===== src/hdl/isort_pkg.sv =====
// ----------------------------------------------------------------------------
// Insertion sorter package
// Shared types and default constants for the insertion sorter.
// ----------------------------------------------------------------------------
package isort_pkg;

    // Default number of keys the sorted store holds.
    localparam int DEFAULT_CAPACITY = 16;

    // Width of one key.
    localparam int KEY_W = 32;

    // Commands from the controller to the datapath.
    typedef struct packed {
        logic insert;     // place the incoming key into the store
        logic shift_out;  // drop the head entry and move the rest down
    } isort_cmd_t;

    // Status from the datapath to the controller.
    typedef struct packed {
        logic at_limit;   // one free place left: the next key fills the store
        logic one_left;   // exactly one key remains to be sent
    } isort_status_t;

endpackage


===== src/hdl/isort_datapath.sv =====
// ----------------------------------------------------------------------------
// Insertion sorter datapath
// A row of compare-and-shift cells that holds the sorted keys and the count.
// ----------------------------------------------------------------------------
module isort_datapath #(
    parameter int CAPACITY = isort_pkg::DEFAULT_CAPACITY
) (
    input  logic                          aclk,
    input  logic                          aresetn,
    input  isort_pkg::isort_cmd_t         cmd,
    output isort_pkg::isort_status_t      status,
    input  logic signed [isort_pkg::KEY_W-1:0] key_value,
    output logic signed [isort_pkg::KEY_W-1:0] head_value
);
    import isort_pkg::*;

    localparam int CW = $clog2(CAPACITY + 1);

    logic signed [KEY_W-1:0] store_reg  [CAPACITY];
    logic signed [KEY_W-1:0] store_next [CAPACITY];
    logic [CAPACITY-1:0]     gt;
    logic [CW-1:0]           count_reg;
    logic [CW-1:0]           count_next;

    // Each occupied cell compares its entry against the incoming key.
    always_comb begin
        for (int i = 0; i < CAPACITY; i++) begin
            gt[i] = (CW'(i) < count_reg) && (store_reg[i] > key_value);
        end
    end

    // Cell update: insert moves larger entries up one place, shift-out moves
    // every entry down toward the head.
    always_comb begin
        for (int i = 0; i < CAPACITY; i++) begin
            store_next[i] = store_reg[i];
            if (cmd.insert) begin
                if (i > 0 && gt[(i > 0) ? i - 1 : 0]) begin
                    store_next[i] = store_reg[(i > 0) ? i - 1 : 0];
                end else if (gt[i] || CW'(i) == count_reg) begin
                    store_next[i] = key_value;
                end
            end else if (cmd.shift_out) begin
                if (i < CAPACITY - 1) begin
                    store_next[i] = store_reg[(i < CAPACITY - 1) ? i + 1 : i];
                end
            end
        end
    end

    always_ff @(posedge aclk) begin
        for (int i = 0; i < CAPACITY; i++) begin
            store_reg[i] <= store_next[i];
        end
    end

    // Number of keys held.
    always_comb begin
        count_next = count_reg;
        if (cmd.insert) begin
            count_next = count_reg + CW'(1);
        end else if (cmd.shift_out) begin
            count_next = count_reg - CW'(1);
        end
    end

    always_ff @(posedge aclk) begin
        if (!aresetn) begin
            count_reg <= '0;
        end else begin
            count_reg <= count_next;
        end
    end

    assign status.at_limit = (count_reg == CW'(CAPACITY - 1));
    assign status.one_left = (count_reg == CW'(1));
    assign head_value      = store_reg[0];

    // Sending never happens from an empty store.
    a_shift_nonempty: assert property (@(posedge aclk) disable iff (!aresetn)
        cmd.shift_out |-> count_reg != '0)
        else $error("shift-out on an empty store");

    // Loading never goes past capacity.
    a_insert_room: assert property (@(posedge aclk) disable iff (!aresetn)
        cmd.insert |-> count_reg < CW'(CAPACITY))
        else $error("insert into a full store");

    // Each insert adds exactly one key.
    a_insert_count: assert property (@(posedge aclk) disable iff (!aresetn)
        cmd.insert |=> count_reg == $past(count_reg) + CW'(1))
        else $error("count did not advance on insert");

endmodule


===== src/hdl/isort_ctrl.sv =====
// ----------------------------------------------------------------------------
// Insertion sorter controller
// Alternates between loading keys and sending the sorted run.
// ----------------------------------------------------------------------------
module isort_ctrl (
    input  logic                     aclk,
    input  logic                     aresetn,
    input  logic                     s_valid,
    output logic                     s_ready,
    input  logic                     s_is_final,
    output logic                     m_valid,
    input  logic                     m_ready,
    output logic                     m_run_end,
    output isort_pkg::isort_cmd_t    cmd,
    input  isort_pkg::isort_status_t status
);
    import isort_pkg::*;

    typedef enum logic [1:0] {
        ST_LOAD = 2'b01,
        ST_SEND = 2'b10
    } state_t;

    state_t state_reg;
    state_t state_next;

    // Handshakes and datapath commands follow the state.
    always_comb begin
        s_ready       = (state_reg == ST_LOAD);
        m_valid       = (state_reg == ST_SEND);
        m_run_end     = status.one_left;
        cmd.insert    = s_ready && s_valid;
        cmd.shift_out = m_valid && m_ready;
    end

    // A final mark or a filling key ends loading; the last transaction
    // of the run ends sending.
    always_comb begin
        state_next = state_reg;
        case (state_reg)
            ST_LOAD: begin
                if (cmd.insert && (s_is_final || status.at_limit)) begin
                    state_next = ST_SEND;
                end
            end
            ST_SEND: begin
                if (cmd.shift_out && status.one_left) begin
                    state_next = ST_LOAD;
                end
            end
            default: begin
                state_next = ST_LOAD;
            end
        endcase
    end

    always_ff @(posedge aclk) begin
        if (!aresetn) begin
            state_reg <= ST_LOAD;
        end else begin
            state_reg <= state_next;
        end
    end

    // Exactly one state bit is set at all times.
    a_onehot: assert property (@(posedge aclk) disable iff (!aresetn)
        $onehot(state_reg))
        else $error("state register lost its one-hot code");

    // A final key always starts sending in the next cycle.
    a_final_send: assert property (@(posedge aclk) disable iff (!aresetn)
        (cmd.insert && s_is_final) |=> state_reg == ST_SEND)
        else $error("final key did not start sending");

    // Loading and sending never overlap.
    a_exclusive: assert property (@(posedge aclk) disable iff (!aresetn)
        !(cmd.insert && cmd.shift_out))
        else $error("insert and shift-out in the same cycle");

endmodule


===== src/hdl/insertion_sorter.sv =====
// ----------------------------------------------------------------------------
// Insertion sorter
// The smallest key is offered in the cycle after the last key is taken.
// A run of N keys is loaded one key per cycle through the compare-and-shift
// cells while loading, then sent one key per transaction.
// Input is not taken while a run is being sent.
// Reset (aresetn, synchronous, active low) empties the store and starts loading.
// ----------------------------------------------------------------------------
module insertion_sorter #(
    parameter int CAPACITY = isort_pkg::DEFAULT_CAPACITY
) (
    input  logic                               aclk,
    input  logic                               aresetn,
    input  logic                               s_valid,
    output logic                               s_ready,
    input  logic signed [isort_pkg::KEY_W-1:0] s_key_value,
    input  logic                               s_is_final,
    output logic                               m_valid,
    input  logic                               m_ready,
    output logic signed [isort_pkg::KEY_W-1:0] m_sorted_value,
    output logic                               m_run_end
);
    import isort_pkg::*;

    isort_cmd_t    cmd;
    isort_status_t status;

    // Sequencing of load and send phases.
    isort_ctrl u_ctrl (
        .aclk       (aclk),
        .aresetn    (aresetn),
        .s_valid    (s_valid),
        .s_ready    (s_ready),
        .s_is_final (s_is_final),
        .m_valid    (m_valid),
        .m_ready    (m_ready),
        .m_run_end  (m_run_end),
        .cmd        (cmd),
        .status     (status)
    );

    // Sorted key store.
    isort_datapath #(
        .CAPACITY (CAPACITY)
    ) u_datapath (
        .aclk       (aclk),
        .aresetn    (aresetn),
        .cmd        (cmd),
        .status     (status),
        .key_value  (s_key_value),
        .head_value (m_sorted_value)
    );

endmodule

===== config.mk =====
export PLATFORM = sky130hd
export DESIGN_NAME = insertion_sorter
export DESIGN_NICKNAME = d
export VERILOG_FILES = /design/src/hdl/isort_pkg.sv /design/src/hdl/isort_datapath.sv /design/src/hdl/isort_ctrl.sv /design/src/hdl/insertion_sorter.sv
export SDC_FILE = /design/constraint.sdc
export NUM_CORES = 2
export LEC_CHECK = 0
export BUFFER_PORTS_ARGS = -buffer_cell sky130_fd_sc_hd__buf_4
export CELL_PAD_IN_SITES_DETAIL_PLACEMENT = 0
export CELL_PAD_IN_SITES_GLOBAL_PLACEMENT = 1
export CORE_MARGIN = 2
export CORE_UTILIZATION = 35
export CTS_CLUSTER_SIZE = 8
export DETAILED_ROUTE_END_ITERATION = 8
export GPL_TIMING_DRIVEN = 1
export HOLD_SLACK_MARGIN = 0.1
export PLACE_DENSITY_LB_ADDON = 0.1
export SETUP_SLACK_MARGIN = 0.1
export SYNTH_ARGS = -nofsm -noshare
export SYNTH_HDL_FRONTEND = slang
export SYNTH_HIERARCHICAL = 1
export SYNTH_SLANG_ARGS = --single-unit

===== constraint.sdc =====
create_clock -name aclk -period 16.2 [get_ports aclk]
set_clock_uncertainty 0.1 [all_clocks]
set_input_delay 2.43 -clock aclk [delete_from_list [all_inputs] [get_ports aclk]]
set_output_delay 2.43 -clock aclk [all_outputs]
set_load 0.02 [all_outputs]

==> key figures <==
Outcome
  – Status: finished, final reports clean

Global route
  – Pin count of the biggest net entering global routing: 165
  – Initial antenna violation count: 0
  – All-Layer GR Usage: 0.263
  – First-pass GRT wire length: 229 mm
  – Vias in the first global route: 33,512
  – Grt ovf: 0

STA
  – Worst-margin pin slew: 1300 ps
  – Tmin final: 7170 ps
  – Final number of hold-violating endpoints: 0
  – Worst slew margin: 0.127
  – Setup total negative slack: 0 ps
  – FMAX: 139 MHz
  – Setup violators final: 0
  – Final worst-path cycle share: 0.443
  – Unrepaired setup endpoints after global routing: no
  – Fin. max-slew vios: 0

Pwr
  – Worst vdd ir: 70.3 uV
  – Power Density: 95.4 mW/mm^2
  – Leakage power: 17.6 nW

Route
  – DRT Wirelength: 156 mm
  – DRC viols: 0
  – Wire length per cell: 27.6 um
  – Initial DRC count: 2,908
  – Antenna-violating nets left: 0
  – Via count: 33,855
  – Drt first pass iters: 6
  – Via density per instance: 6.00

Clock network
  – H-Tree Level Count: 3
  – CTS Buffer Depth: 3
  – Clock transition at path regs: 50 ps
  – CTS buffer count: 77
  – Clock latency on the worst-skew pair: 660 ps
  – CTS tree: built
  – # hold bufs at CTS: 0
  – CTS Sinks: 519
  – Clk root buf: clkbuf_16
  – Quantity of gates resized following cts: 0
  – Post-CTS Setup Bufs: 0

Synth
  – Most frequent cell after synthesis: ha_1
  – Yosys warns: 6
  – Post-synthesis average cell area: 9.41 sq um
  – Synthesized Nets: 4,779
  – EDFF count, synth: 512
  – Seq cells post-synth: 519
  – Top cells by area, synth: edfxtp_1 39%, ha_1 16%, o221ai_1 7.8%, nand3_1 5.7%, nand2_1 4.8%
  – Share of the synthesized area in the top cell type: 0.387
  – Most common flop cell mapped by yosys: edfxtp_1
  – Post-synth cell types: 70
  – Area leader, netlist: edfxtp_1
  – Mapped Area: 0.0398 sq mm
  – Mapped Cells: 4,225
  – Ys async rst share: 0
  – Sequential share of the synthesized area: 0.390
  – Synth top cells by count: 517 x ha_1, 512 x edfxtp_1, 511 x nand2_1, 452 x inv_1, 450 x nand3_1

Floorplan
  – Core area: 0.113 sq mm
  – Die height: 341 um
  – Die W: 341 um
  – Site row count: 123
  – IO Count: 72
  – Die area: 0.116 sq mm
  – Starting Density: 0.353

Setup path
  – Critical Path Sink Type: flop
  – CP Max Fanout: 34
  – CP Class: input port to flop
  – Crit path launch: s_key_value[25]
  – Data required time of the critical path: 16,470 ps
  – R2r startpoint: u_datapath/store_reg[1][27]
  – Nature of the critical path startpoint: input port
  – Arrival @ worst endpoint: 7440 ps

Placed design
  – Placed Cells: 5,535
  – I/O Buffers: 71
  – DP Wirelength: 113 mm
  – GPL Wtd Cong: 0.849

Finish
  – Share of post-route cells with drive strength above 1: 0.0820
  – Layout area overhead: 10.1%
  – Final Util: 0.389
  – Max reg flops: 512
  – Fillers: 11,455
  – Post-layout nets: 4,668
  – Finished Layout Cells: 5,647

Min path
  – Min-Delay Path Class: flop to flop
  – Hold_sp: u_datapath/store_reg[1][192]

Flow run
  – Maxcap violations: 0
[routing by layer]
layer	track usage	up-vias	wire length [um]
met1	0.365	16803	71100
met3	0.0280	191	7250
li1	-	15828	-
met4	0.0868	0	5300
met2	0.427	1033	72000
met5	0	-	0
[final timing paths]
kind,endpoint,slack [ps],depth (start not counted)
max reg2reg,u_datapath/store_reg[1][36],11080,11
min,u_datapath/store_reg[1][224],490,1
min reg2reg,u_datapath/store_reg[1][224],490,1
max,u_datapath/store_reg[1][36],9030,13
[worst max-delay path: stages]
cell	delay (ps)
buf_4	130
inv_1	660
ha_1	280
nand4_1	260
nor4_2	860
a31oi_1	340
and2_1	260
buf_4	260
nand2_2	530
buf_4	460
and3_1	260
a31oi_4	280
buf_4	360
[metrics by stage]
stage	setup WS, ps	total power [mW]	hold WS (ps)	area, sq um
CTS	9150	4.20	491	43800
finish	9030	4.17	486	43800
global placement	8460	2.64	472	41600
global route	8840	4.36	509	43800
detailed placement	8430	2.64	478	41600
floorplan	9020	2.31	450	39800
[cells by family after synthesis]
group	Yosys count	synth area share
simple gates	1356	0.165
compound gates	969	0.183
buf+inv	797	0.0817
flops	519	0.390
fa+ha+maj	517	0.163
mux	64	0.0171
xor+xnor	3	0.000661
[final cells by class]
type / count / area, sq um / share of cell area
antenna: 1 / 2.50 / 0.0000572
clock buffer: 101 / 2080 / 0.0475
clock inverter: 10 / 63.8 / 0.00146
inverter: 452 / 1700 / 0.0388
multi-input combinational: 2909 / 21300 / 0.487
sequential: 519 / 15500 / 0.354
tap: 1500 / 1880 / 0.0429
timing repair buffer: 155 / 1200 / 0.0274
[layout by cell type (no fill, tap or decap), types with 47 or more instances in the layout]
cell / netlist / final
nand2_1: 511 / 510
a31oi_1: 50 / 47
nand3_1: 450 / 450
a21o_1: 58 / 57
inv_1: 452 / 452
o221ai_1: 355 / 355
clkbuf_16: 0 / 79
edfxtp_1: 512 / 512
o21ai_0: 103 / 103
nand4_1: 132 / 132
and2_1: 48 / 47
o211ai_1: 66 / 66
ha_1: 517 / 517
a21oi_1: 189 / 188
nor2_1: 68 / 67
buf_4: 39 / 152
[power by group]
group	switching, mW	leakage [nW]	internal [mW]
Sequential	0.110	4.89	1.64
Combinational	0.572	11.7	0.307
Clock	0.662	1.04	0.886
Total	1.34	17.6	2.83
Power figures use the tool's default switching activity.
